$ cat config.mk
export PLATFORM = sky130hd
export DESIGN_NAME = address_wait_table_unit_flat
export DESIGN_NICKNAME = d
export VERILOG_FILES = /design/src/hw/rtl/awt_pkg.sv /design/src/hw/rtl/awt_req_if.sv /design/src/hw/rtl/awt_rsp_if.sv /design/src/hw/rtl/awt_ram.sv /design/src/hw/rtl/address_wait_table_unit.sv /design/src/flat_wrapper.sv
export VERILOG_INCLUDE_DIRS = /design/src /design/src/hw/rtl
export SDC_FILE = /design/constraint.sdc
export NUM_CORES = 2
export LEC_CHECK = 0
export BUFFER_PORTS_ARGS = -buffer_cell sky130_fd_sc_hd__buf_2
export CAP_MARGIN = 15
export CORE_ASPECT_RATIO = 1.1
export CORE_MARGIN = 1
export CORE_UTILIZATION = 45
export DETAILED_ROUTE_END_ITERATION = 10
export HOLD_SLACK_MARGIN = 0.03
export PLACE_DENSITY = 0.59
export SLEW_MARGIN = 15
export SYNTH_ARGS = -nofsm -noshare
export SYNTH_HDL_FRONTEND = slang
export SYNTH_SLANG_ARGS = --single-unit
$ cat constraint.sdc
create_clock -name clock -period 5.3 [get_ports clock]
set_clock_uncertainty 0.1 [all_clocks]
set_input_delay 0.265 -clock clock [delete_from_list [all_inputs] [get_ports clock]]
set_output_delay 0.265 -clock clock [all_outputs]
set_load 0.03 [all_outputs]
$ cat src/hw/rtl/address_wait_table_unit_assert.svh
// Assertion macros for the address wait table unit.
`ifndef ADDRESS_WAIT_TABLE_UNIT_ASSERT_SVH
`define ADDRESS_WAIT_TABLE_UNIT_ASSERT_SVH

// Check that cons holds in the same cycle as ante.
`define AWT_ASSERT_NOW(label, ante, cons, msg) \
   label: assert property (@(posedge clock) disable iff (reset) (ante) |-> (cons)) \
      else $error(msg);

// Check that cons holds in the cycle after ante.
`define AWT_ASSERT_NEXT(label, ante, cons, msg) \
   label: assert property (@(posedge clock) disable iff (reset) (ante) |=> (cons)) \
      else $error(msg);

`endif

$ cat src/hw/rtl/awt_pkg.sv
`timescale 1ns / 1ps
package awt_pkg;

   localparam int KIND_W     = 2;
   localparam int THREAD_W   = 8;
   localparam int WAIT_ADDR_W = 32;

   // Request kinds
   localparam logic [KIND_W-1:0] KIND_SLEEP    = 2'd0;
   localparam logic [KIND_W-1:0] KIND_WAKE_ALL = 2'd1;
   localparam logic [KIND_W-1:0] KIND_WAKE_ONE = 2'd2;
   localparam logic [KIND_W-1:0] KIND_QUERY    = 2'd3;

   typedef enum logic [2:0] {
      ST_IDLE = 3'b001,
      ST_SCAN = 3'b010,
      ST_DONE = 3'b100
   } state_type;

   typedef struct packed {
      logic [THREAD_W-1:0] woken_thread;
      logic                woken_valid;
      logic                has_sleepers;
      logic                status;
      logic                last;
   } rsp_word_type;

endpackage

$ cat src/hw/rtl/awt_req_if.sv
`timescale 1ns / 1ps
interface awt_req_if import awt_pkg::*; ();
   logic                   valid;
   logic                   ready;
   logic [KIND_W-1:0]      kind;
   logic [THREAD_W-1:0]    thread_id;
   logic [WAIT_ADDR_W-1:0] wait_addr;

   modport source (output valid, kind, thread_id, wait_addr, input ready);
   modport sink (input valid, kind, thread_id, wait_addr, output ready);
endinterface

$ cat src/hw/rtl/awt_rsp_if.sv
`timescale 1ns / 1ps
interface awt_rsp_if import awt_pkg::*; ();
   logic                valid;
   logic                ready;
   logic [THREAD_W-1:0] woken_thread;
   logic                woken_valid;
   logic                has_sleepers;
   logic                status;
   logic                last;

   modport source (output valid, woken_thread, woken_valid, has_sleepers, status, last,
                   input ready);
   modport sink (input valid, woken_thread, woken_valid, has_sleepers, status, last,
                 output ready);
endinterface

$ cat src/hw/rtl/awt_ram.sv
`timescale 1ns / 1ps
module awt_ram #(
   parameter int WIDTH = 40,
   parameter int DEPTH = 32
) (
   input  logic                     clock,
   input  logic                     wr_en,
   input  logic [$clog2(DEPTH)-1:0] wr_addr,
   input  logic [WIDTH-1:0]         wr_data,
   input  logic                     rd_en,
   input  logic [$clog2(DEPTH)-1:0] rd_addr,
   output logic [WIDTH-1:0]         rd_data
);

   logic [WIDTH-1:0] mem_ff [DEPTH];
   logic [WIDTH-1:0] rd_data_ff;

   // Write port, registered read that holds while not enabled
   always_ff @(posedge clock) begin
      if (wr_en) begin
         mem_ff[wr_addr] <= wr_data;
      end
      if (rd_en) begin
         rd_data_ff <= mem_ff[rd_addr];
      end
   end

   assign rd_data = rd_data_ff;

endmodule

$ cat src/hw/rtl/address_wait_table_unit.sv
`timescale 1ns / 1ps
// channel  | role   | beat fields
// ---------+--------+---------------------------------------------------------
// req_if   | sink   | kind, thread_id, wait_addr
// rsp_if   | source | woken_thread, woken_valid, has_sleepers, status, last
//
// A sleep appends the entry on acceptance and hands over the result from ST_DONE.
// A wake or query scans the entry RAM at one read per cycle while not stalled,
// processes the last entry, closes the pass, then sends one final beat.
// Survivors are compacted in place through the single write port during the pass.
// Reset clears the state, entry count and valid flags; the entry RAM needs no clearing pass.
// A full result register stalls each match after the first, and the final beat.
`include "address_wait_table_unit_assert.svh"
module address_wait_table_unit import awt_pkg::*; #(
   parameter int DEPTH      = 32,
   parameter int ADDR_WIDTH = 32
) (
   input  logic      clock,
   input  logic      reset,
   awt_req_if.sink   req_if,
   awt_rsp_if.source rsp_if
);

   localparam int KEY_W = (ADDR_WIDTH < WAIT_ADDR_W) ? ADDR_WIDTH : WAIT_ADDR_W;
   localparam int RAM_W = THREAD_W + KEY_W;
   localparam int IDX_W = $clog2(DEPTH);
   localparam int CNT_W = $clog2(DEPTH + 1);
   localparam logic [CNT_W-1:0] DEPTH_CNT = CNT_W'(DEPTH);

   state_type           state_ff, state_in;
   logic [KIND_W-1:0]   kind_ff, kind_in;
   logic [KEY_W-1:0]    key_ff, key_in;
   logic [CNT_W-1:0]    count_ff, count_in;
   logic [CNT_W-1:0]    rd_ptr_ff, rd_ptr_in;
   logic [CNT_W-1:0]    wr_ptr_ff, wr_ptr_in;
   logic                dv_ff, dv_in;
   logic                found_ff, found_in;
   logic                full_ff, full_in;
   logic                pend_valid_ff, pend_valid_in;
   logic [THREAD_W-1:0] pend_thread_ff, pend_thread_in;
   logic                rsp_valid_ff, rsp_valid_in;
   rsp_word_type        rsp_ff, rsp_in;

   logic                ram_we;
   logic [IDX_W-1:0]    ram_waddr;
   logic [RAM_W-1:0]    ram_wdata;
   logic                ram_re;
   logic [IDX_W-1:0]    ram_raddr;
   logic [RAM_W-1:0]    ram_rdata;

   logic                req_fire;
   logic                out_free;
   logic                is_wake;
   logic                hit;
   logic                take;
   logic                stall;
   logic [KEY_W-1:0]    entry_key;
   logic [THREAD_W-1:0] entry_thread;

   awt_ram #(
      .WIDTH (RAM_W),
      .DEPTH (DEPTH)
   ) u_entry_ram (
      .clock   (clock),
      .wr_en   (ram_we),
      .wr_addr (ram_waddr),
      .wr_data (ram_wdata),
      .rd_en   (ram_re),
      .rd_addr (ram_raddr),
      .rd_data (ram_rdata)
   );

   assign req_fire     = req_if.valid && req_if.ready;
   assign out_free     = !rsp_valid_ff || rsp_if.ready;
   assign entry_key    = ram_rdata[KEY_W-1:0];
   assign entry_thread = ram_rdata[KEY_W +: THREAD_W];
   assign is_wake      = (kind_ff == KIND_WAKE_ALL) || (kind_ff == KIND_WAKE_ONE);
   assign hit          = dv_ff && (entry_key == key_ff);
   assign take         = hit && is_wake && ((kind_ff == KIND_WAKE_ALL) || !found_ff);
   assign stall        = take && pend_valid_ff && !out_free;

   // Sequencer: append, scan (with in-place compaction on a wake), final beat
   always_comb begin
      state_in       = state_ff;
      kind_in        = kind_ff;
      key_in         = key_ff;
      count_in       = count_ff;
      rd_ptr_in      = rd_ptr_ff;
      wr_ptr_in      = wr_ptr_ff;
      dv_in          = dv_ff;
      found_in       = found_ff;
      full_in        = full_ff;
      pend_valid_in  = pend_valid_ff;
      pend_thread_in = pend_thread_ff;
      rsp_valid_in   = rsp_valid_ff && !rsp_if.ready;
      rsp_in         = rsp_ff;
      ram_we         = 1'b0;
      ram_waddr      = wr_ptr_ff[IDX_W-1:0];
      ram_wdata      = ram_rdata;
      ram_re         = 1'b0;
      ram_raddr      = rd_ptr_ff[IDX_W-1:0];

      unique case (state_ff)
         ST_IDLE: begin
            if (req_fire) begin
               kind_in = req_if.kind;
               key_in  = req_if.wait_addr[KEY_W-1:0];
               if (req_if.kind == KIND_SLEEP) begin
                  // Append at the tail, or refuse when full
                  if (count_ff == DEPTH_CNT) begin
                     full_in = 1'b1;
                  end else begin
                     full_in   = 1'b0;
                     ram_we    = 1'b1;
                     ram_waddr = count_ff[IDX_W-1:0];
                     ram_wdata = {req_if.thread_id, req_if.wait_addr[KEY_W-1:0]};
                     count_in  = count_ff + 1'b1;
                  end
                  state_in = ST_DONE;
               end else begin
                  rd_ptr_in     = '0;
                  wr_ptr_in     = '0;
                  dv_in         = 1'b0;
                  found_in      = 1'b0;
                  pend_valid_in = 1'b0;
                  state_in      = ST_SCAN;
               end
            end
         end

         ST_SCAN: begin
            if (!stall) begin
               // Process the entry held in the RAM read register
               if (dv_ff) begin
                  if (take) begin
                     found_in       = 1'b1;
                     pend_valid_in  = 1'b1;
                     pend_thread_in = entry_thread;
                     if (pend_valid_ff) begin
                        rsp_valid_in = 1'b1;
                        rsp_in       = '{woken_thread: pend_thread_ff, woken_valid: 1'b1,
                                         has_sleepers: 1'b0, status: 1'b0, last: 1'b0};
                     end
                  end else if (is_wake) begin
                     ram_we    = 1'b1;
                     ram_wdata = ram_rdata;
                     wr_ptr_in = wr_ptr_ff + 1'b1;
                  end
                  if (hit && !is_wake) begin
                     found_in = 1'b1;
                  end
               end
               // Issue the next read
               if (rd_ptr_ff != count_ff) begin
                  ram_re    = 1'b1;
                  rd_ptr_in = rd_ptr_ff + 1'b1;
                  dv_in     = 1'b1;
               end else begin
                  dv_in = 1'b0;
               end
               // Pass complete
               if (!dv_ff && (rd_ptr_ff == count_ff)) begin
                  if (is_wake) begin
                     count_in = wr_ptr_ff;
                  end
                  state_in = ST_DONE;
               end
            end
         end

         ST_DONE: begin
            if (out_free) begin
               rsp_valid_in = 1'b1;
               rsp_in       = '{woken_thread: '0, woken_valid: 1'b0, has_sleepers: 1'b0,
                                status: 1'b0, last: 1'b1};
               if (kind_ff == KIND_SLEEP) begin
                  rsp_in.status = full_ff;
               end else if (kind_ff == KIND_QUERY) begin
                  rsp_in.has_sleepers = found_ff;
               end else if (pend_valid_ff) begin
                  rsp_in.woken_thread = pend_thread_ff;
                  rsp_in.woken_valid  = 1'b1;
               end
               state_in = ST_IDLE;
            end
         end

         default: begin
            state_in = ST_IDLE;
         end
      endcase
   end

   // Control state
   always_ff @(posedge clock) begin
      if (reset) begin
         state_ff      <= ST_IDLE;
         count_ff      <= '0;
         dv_ff         <= 1'b0;
         pend_valid_ff <= 1'b0;
         rsp_valid_ff  <= 1'b0;
      end else begin
         state_ff      <= state_in;
         count_ff      <= count_in;
         dv_ff         <= dv_in;
         pend_valid_ff <= pend_valid_in;
         rsp_valid_ff  <= rsp_valid_in;
      end
   end

   // Payload and scan registers
   always_ff @(posedge clock) begin
      kind_ff        <= kind_in;
      key_ff         <= key_in;
      rd_ptr_ff      <= rd_ptr_in;
      wr_ptr_ff      <= wr_ptr_in;
      found_ff       <= found_in;
      full_ff        <= full_in;
      pend_thread_ff <= pend_thread_in;
      rsp_ff         <= rsp_in;
   end

   assign req_if.ready        = (state_ff == ST_IDLE);
   assign rsp_if.valid        = rsp_valid_ff;
   assign rsp_if.woken_thread = rsp_ff.woken_thread;
   assign rsp_if.woken_valid  = rsp_ff.woken_valid;
   assign rsp_if.has_sleepers = rsp_ff.has_sleepers;
   assign rsp_if.status       = rsp_ff.status;
   assign rsp_if.last         = rsp_ff.last;

   `AWT_ASSERT_NOW(a_count_bound, 1'b1, count_ff <= DEPTH_CNT, "entry count above depth")
   `AWT_ASSERT_NOW(a_compact_order, state_ff == ST_SCAN, wr_ptr_ff <= rd_ptr_ff, "write passed read")
   `AWT_ASSERT_NEXT(a_accept_busy, req_fire, state_ff != ST_IDLE, "accepted beat left block idle")
   `AWT_ASSERT_NEXT(a_query_keeps, (state_ff == ST_SCAN) && (kind_ff == KIND_QUERY), count_ff == $past(count_ff), "query changed count")
   `AWT_ASSERT_NOW(a_wake_fields, rsp_valid_ff && rsp_ff.woken_valid, !rsp_ff.has_sleepers && !rsp_ff.status, "wake beat mixed fields")

endmodule
$ cat src/flat_wrapper.sv
// flat-port wrapper written by rule: the top's interface ports become plain ports
module address_wait_table_unit_flat import awt_pkg::*;
#(
   parameter int DEPTH      = 32,
   parameter int ADDR_WIDTH = 32
)
  (clock, reset, req_if_valid, req_if_kind, req_if_thread_id, req_if_wait_addr, req_if_ready, rsp_if_valid, rsp_if_woken_thread, rsp_if_woken_valid, rsp_if_has_sleepers, rsp_if_status, rsp_if_last, rsp_if_ready);
  awt_req_if req_if_i ();
  awt_rsp_if rsp_if_i ();
  input  logic clock;
  input  logic reset;
  input wire logic [$bits(req_if_i.valid)-1:0] req_if_valid;
  input wire logic [$bits(req_if_i.kind)-1:0] req_if_kind;
  input wire logic [$bits(req_if_i.thread_id)-1:0] req_if_thread_id;
  input wire logic [$bits(req_if_i.wait_addr)-1:0] req_if_wait_addr;
  output wire logic [$bits(req_if_i.ready)-1:0] req_if_ready;
  output wire logic [$bits(rsp_if_i.valid)-1:0] rsp_if_valid;
  output wire logic [$bits(rsp_if_i.woken_thread)-1:0] rsp_if_woken_thread;
  output wire logic [$bits(rsp_if_i.woken_valid)-1:0] rsp_if_woken_valid;
  output wire logic [$bits(rsp_if_i.has_sleepers)-1:0] rsp_if_has_sleepers;
  output wire logic [$bits(rsp_if_i.status)-1:0] rsp_if_status;
  output wire logic [$bits(rsp_if_i.last)-1:0] rsp_if_last;
  input wire logic [$bits(rsp_if_i.ready)-1:0] rsp_if_ready;
  assign req_if_i.valid = req_if_valid;
  assign req_if_i.kind = req_if_kind;
  assign req_if_i.thread_id = req_if_thread_id;
  assign req_if_i.wait_addr = req_if_wait_addr;
  assign req_if_ready = req_if_i.ready;
  assign rsp_if_valid = rsp_if_i.valid;
  assign rsp_if_woken_thread = rsp_if_i.woken_thread;
  assign rsp_if_woken_valid = rsp_if_i.woken_valid;
  assign rsp_if_has_sleepers = rsp_if_i.has_sleepers;
  assign rsp_if_status = rsp_if_i.status;
  assign rsp_if_last = rsp_if_i.last;
  assign rsp_if_i.ready = rsp_if_ready;
  address_wait_table_unit #(.DEPTH(DEPTH), .ADDR_WIDTH(ADDR_WIDTH)) u_core (.clock(clock), .reset(reset), .req_if(req_if_i), .rsp_if(rsp_if_i));
endmodule
---- Yosys cells after proc, flatten, opt, wreduce, memory -nomap -nowiden ----
Memories as Yosys holds them, arrays and structs flattened. A register that Yosys moved wholly into a read port is not among the register bits.
Index checks and enable logic that the tools add are counted.
operators by class
  reduce and logical (&&, ||, !) cells .... 33
  add/sub/neg operators ................... 3
  equality and inequality tests ........... 24
  bitwise gates (word level) .............. 1
  mux-type cells .......................... 74
operator list
  kind                   count
  $mux W40               4
  $mux W6                14
  $mux W12               5
  $pmux W6 S2            3
  $eq A32 B32 Y1         1
  $mux W1                29
  $pmux W12 S2           1
  $mux W5                4
  $add A6 B1 Y6 const B  3
  $mux W9                2
  $reduce_and A6 Y1      3
  $mux W3                5
  $ne A2 B1 Y1 const B   7
  $reduce_and A7 Y1      2
  $ne A2 B2 Y1 const B   6
  $reduce_and A4 Y1      3
  $mux W10               1
  $pmux W1 S2            5
  $logic_and A1 B1 Y1    9
  $pmux W3 S3            1
  $eq A6 B6 Y1           1
  $eq A6 B6 Y1 const B   1
  $logic_not A1 Y1       6
  $ne A6 B6 Y1           1
  13 further kinds       18
storage, ports and cells
  input port bits ......................... 46
  logic and storage cells ................. 153
  memory bits (writable) .................. 1280
  output and inout bits ................... 14
  bits in registers ....................... 80
  memories ................................ 1
memory list
  memory                     words  bits a word  rd ports  clocked after Yosys merged registers in  wr ports  RTL line       RTL
  u_core.u_entry_ram.mem_ff  32     40           1         1                                        1         awt_ram.sv:15  logic [WIDTH-1:0] mem_ff [DEPTH];

---- Depth between registers and ports, before layout ----
  depth in word-level cells ............... 10
  mapped depth ............................ 10
  gate-level depth less buffers ........... 7

---- Modules after synthesis ----
From an unflattened synthesis, not the netlist that was laid out.
second synthesis, totals
  cell total of the unflattened synthesis .. 3247
  area, all modules ....................... 55115.4 µm²
by module, submodules not included
  module                   instances  seq. area each (µm²)  area each (µm²)  cells each
  awt_ram                  1          39638.0               50965.1          2813
  address_wait_table_unit  1          2282.2                4150.2           434

---- Worst setup path before layout ----
OpenSTA, ideal clock, no wires.
  kind .................................... reg-to-reg
  start point ............................. register u_core.state_ff[2]
  end point ............................... memory u_core.u_entry_ram.mem_ff[17][0] (enable)
  cell stages (with the launch flop) ...... 10
  required time ........................... 4.713 ns
  slack ................................... -0.055 ns
  library setup time ...................... 0.487 ns
  path buffers ............................ 2
  arrival time ............................ 4.768 ns
  path through ............................ dfxtp_1 > nor3b_2 > nand3_2 > inv_2 > nand2b_1 > buf_2 > nand2_1 > a31oi_2 > buf_2 > nor3_1
on the way
  longest elaborated chain between the ends .. 6
  elaborated cells between the ends (all ways) .. 9
  those cells by class .................... eq/ne (2); mux (6); reduce/logical (1)
ends and longest elaborated chain
  item                           RTL line                        RTL
  start: declaration             address_wait_table_unit.sv:30   state_type state_ff, state_in;
  start signal: assignment       address_wait_table_unit.sv:203  state_ff <= state_in;
  $eq A3 B1 Y1 *                 address_wait_table_unit.sv:223  assign req_if.ready = (state_ff == ST_IDLE);
  via req_if_ready               flat_wrapper.sv:16              output wire logic [$bits(req_if_i.ready)-1:0] req_if_ready;
  $logic_and A1 B1 Y1            address_wait_table_unit.sv:73   assign req_fire = req_if.valid && req_if.ready;
  $mux W1                        address_wait_table_unit.sv:105  if (req_fire) begin
  $pmux W1 S2                    address_wait_table_unit.sv:103  unique case (state_ff)
  $mux W1                        awt_ram.sv:20                   if (wr_en) begin
  $mux W1 (not written as such)  awt_ram.sv:21                   mem_ff[wr_addr] <= wr_data;
  end: declaration               awt_ram.sv:15
The timed path passes the listed nets; every way through them passes the cells marked *.

---- Worst setup path after layout ----
  start point ............................. register u_core.state_ff[0]
  end point ............................... memory u_core.u_entry_ram.mem_ff[21][5] (enable)
on the way
  longest elaborated chain between the ends .. 6
  elaborated cells between the ends (all ways) .. 9
  those cells by class .................... eq/ne (2); mux (6); reduce/logical (1)
ends and longest elaborated chain
  item                           RTL line
  $eq A3 B1 Y1                   address_wait_table_unit.sv:103, address_wait_table_unit.sv:223
  $logic_and A1 B1 Y1            address_wait_table_unit.sv:73
  $mux W1                        address_wait_table_unit.sv:105
  $pmux W1 S2                    address_wait_table_unit.sv:103
  $mux W1                        awt_ram.sv:20
  $mux W1 (not written as such)  awt_ram.sv:21
Parallel ways exist; a longest one is shown, timed or not.

==> metrics.txt <==
Yosys reg bits ~1.4k; sequential area share after synthesis around 78%; Pins Over Slew Limit 0; RSZ-0062 raised after global routing false; initial DRC count slightly above 4k; R2R depth 7; startpoint class of the critical path flop; Clock Path Buffers 3; Mean Syn Cell Area approximately 23 um^2; DIE AREA about 120,000 um^2; Tcrit/Tclk final between 80% and 90%; post-cts sizing count 0; clock sinks about 1.4k; IO Port Bufs 59; Ys Warns 0; Setup WS pre-CTS about 1.0 ns; hold slack ~0.098 ns; Initial Utilization around 46%; main combinational cell family by area after synthesis multiplexers; Synth Area in Compound Gates less than 1%; slowest CP cell nor3_2; post-synthesis xor/xnor area fraction less than 1%; Reg clk slew, reported paths approximately 0.060 ns; Final Cell Area around 62,000 um^2; Fmax roughly 230 MHz; initial antenna violation count 17; worst path required time 5.59 ns; Finished Layout Cells 4,240; Setup WS post-layout just over 1 ns; top post-synthesis cells by area edfxtp_1 77%, mux4_2 17%, nand2_1 0.95%, mux2_2 0.83%, xnor2_1 0.47%; fin crit period around 4.3 ns; antenna violation net count after detailed routing 0; Worst R2R Setup Slack slightly above 1 ns; reg-to-reg endpoint u_core.u_entry_ram.mem_ff[21][5]; global-route wire length before repair approximately 200,000 um; pwr dens 379 nW/um^2; worst r2r src u_core.state_ff[0]; routability cong. roughly 0.91; H-tree depth 4; vias post-DR roughly 26k; layout cells sized above 1 approximately a third; library cells used by synthesis between 50 and 60; total track usage roughly 23%; chip height 365 um; Final Hold Viols 0; remaining global-route overflow 0; Slowest Stage Delay on Critical Path ~0.94 ns; Hold Path End u_core.u_entry_ram.mem_ff[23][38]; Core Region 118,000 um^2; post-synthesis mux area share between 15 and 20%; worst skew pair latency approximately 0.77 ns; root buffer cell clkbuf_16; crit path kind reg2reg; Synth top cells by count 1,388 x edfxtp_1, 400 x mux4_2, 137 x nand2_1; Mapped Cells approximately 2.3k; area grow syn2layout 14.6%; WL/cell about 33 um; CP startpoint u_core.state_ff[0]; ys async rst share 0%; number of synthesized flops with an enable pin between 1k and 1.5k; peak supply drop around 0.00033 V; DR vias/cell just over 6; top-level I/O count 60; Arr. time, crit path 4.55 ns; top cell type by total area after synthesis edfxtp_1; endpoints failing setup 0; HP Class in2reg; outcome complete, no violations; crit path max fanout 47; Net Count, Synth roughly 2.4k; Pre-antenna DRT Iters 5; most common cell in the netlist edfxtp_1; Num CTS Buffers 140; max-slew headroom at the worst pin 24.7%; leakage between 0.015 and 0.02 uW; synthesized cell area about 54,000 um^2; largest net degree at the start of global routing 85; endpoint class of the critical path flop; Post-Synth Simple-Gate Area around 2.3%; ys flop type edfxtp_1; adder-cell share of the synthesized area 0.162%; # placed instances between 3k and 4k; WL final between 100,000 and 150,000 um; top-area cell type share of the netlist area between 70% and 80%; row cnt 132; Slew @ Worst Pin 1.12 ns; fin nets 2,640; crit-path cells nor3b_2 > nand3_2 > inv_2 > nand2b_4 > o31a_1 > nor3_2 > buf_4; Placement Cell Area between 50,000 and 60,000 um^2; CTS tree yes; worst hold start req_if_thread_id[6]; # DRC 0; Max Cap Viol 0; placed wire-length estimate between 80,000 and 90,000 um; hold path cells 4; Die X about 330 um; vias in the first global route between 20k and 30k; Filler cells 8,958
-- where the power goes --
group	internal [uW]	leakage (uW)	total, uW	switching, uW
sequential	12200	0.0126	12300	38.8
combinational	613	0.00458	1560	945
clock	5500	0.00217	9640	4150
-- layout by cell type (no fill, tap or decap), types with 14 or more instances in the layout --
| cell type | Yosys | routed |
|---|---|---|
| edfxtp_1 | 1388 | 1388 |
| mux4_2 | 400 | 400 |
| clkbuf_16 | 0 | 141 |
| nand2_1 | 137 | 123 |
| buf_4 | 7 | 102 |
| buf_2 | 28 | 59 |
| mux2_2 | 40 | 40 |
| dlygate4sd3_1 | 0 | 37 |
| clkbuf_1 | 67 | 34 |
| xnor2_1 | 29 | 29 |
| nor3_2 | 0 | 27 |
| nor2_1 | 31 | 26 |
| clkinv_1 | 0 | 22 |
| a21oi_1 | 21 | 21 |
| clkinv_2 | 0 | 21 |
| inv_1 | 16 | 15 |
| nor2b_1 | 15 | 15 |
| buf_12 | 0 | 15 |
| nand2_2 | 0 | 14 |
-- layer usage --
| layer | vias to the layer above | share of wire [%] | global-route usage [%] |
|---|---|---|---|
| li1 | 10400 | - | - |
| met1 | 14300 | 44 | 36.6 |
| met2 | 1451 | 44 | 33.5 |
| met3 | 159 | 10 | 4.82 |
| met4 | 4 | 1.6 | 4.97 |
| met5 | - | 0.018 | 0 |
-- cell type report --
cell class | count | area (um^2) | share of cell area [%]
Timing Repair Buffer | 214 | 1760 | 2.84
Clock inverter | 75 | 756 | 1.22
Inverter | 18 | 67.6 | 0.109
Tap cell | 1541 | 1930 | 3.12
Antenna cell | 2 | 5.00 | 0.00809
Multi-Input combinational cell | 813 | 11800 | 19.0
Clock buffer | 177 | 3680 | 5.95
Sequential cell | 1400 | 41900 | 67.7
-- worst max-delay path, delay by kind of cell (launching register included) --
| kind | cells | cell delay (ns) |
|---|---|---|
| buf+inv | 2 | 0.80 |
| compound gates | 1 | 0.57 |
| flops | 1 | 0.37 |
| simple gates | 4 | 2.02 |
-- registers in the layout, indices dropped and copies added (netlist names), 2 cells and up --
signal / flops
u_core.pend_thread_ff: 8
u_core.u_entry_ram.mem_ff: 1280
u_core.kind_ff: 2
u_core.state_ff: 3
u_core.count_ff: 6
u_core.rd_ptr_ff: 6
u_core.wr_ptr_ff: 6
u_core.rsp_if.woken_thread: 8
u_core.u_entry_ram.rd_data: 40
u_core.key_ff: 32
-- cell families (layout without fill, tap and decap cells) --
group / Yosys count / count (layout)
muxes: 440 / 440
and+or+nand+nor: 267 / 267
AOI/OAI and AO/OA: 61 / 61
other: 0 / 2
DFF: 1400 / 1400
buffers and inverters: 134 / 484
adders and majority gates: 7 / 7
xor gates and xnor gates: 38 / 38
-- per-stage QoR --
step           setup TNS [ns]  util, %  power, uW
6_report                    0     52.3      23500
5_1_grt                     0     52.3      24100
4_1_cts                     0     52.2      23600
3_5_place_dp                0     48.2      14000
3_3_place_gp                0     48.2      14000
2_1_floorplan          -17.52        -      13400
-- repair_timing --
| action | CTS | global route |
|---|---|---|
| setup buffers | 0 | 0 |
| endpoints found under the hold margin | 51 | 0 |
| setup endpoints to repair | 0 | 0 |
| hold buffers | 37 | 0 |
-- worst max-delay path by stage --
| stage | depth (start not counted) | end | slack, ns |
|---|---|---|---|
| global route | 7 | u_core.u_entry_ram.mem_ff[21][30] | 0.85 |
| global placement | 9 | u_core.u_entry_ram.mem_ff[16][30] | 1.16 |
| detailed placement | 9 | u_core.u_entry_ram.mem_ff[16][30] | 1.04 |
| finish | 7 | u_core.u_entry_ram.mem_ff[21][5] | 1.04 |
| floorplan | 9 | u_core.u_entry_ram.mem_ff[17][0] | -0.05 |
| CTS | 9 | u_core.u_entry_ram.mem_ff[16][3] | 1.0 |
Power figures use the tool's default switching activity.
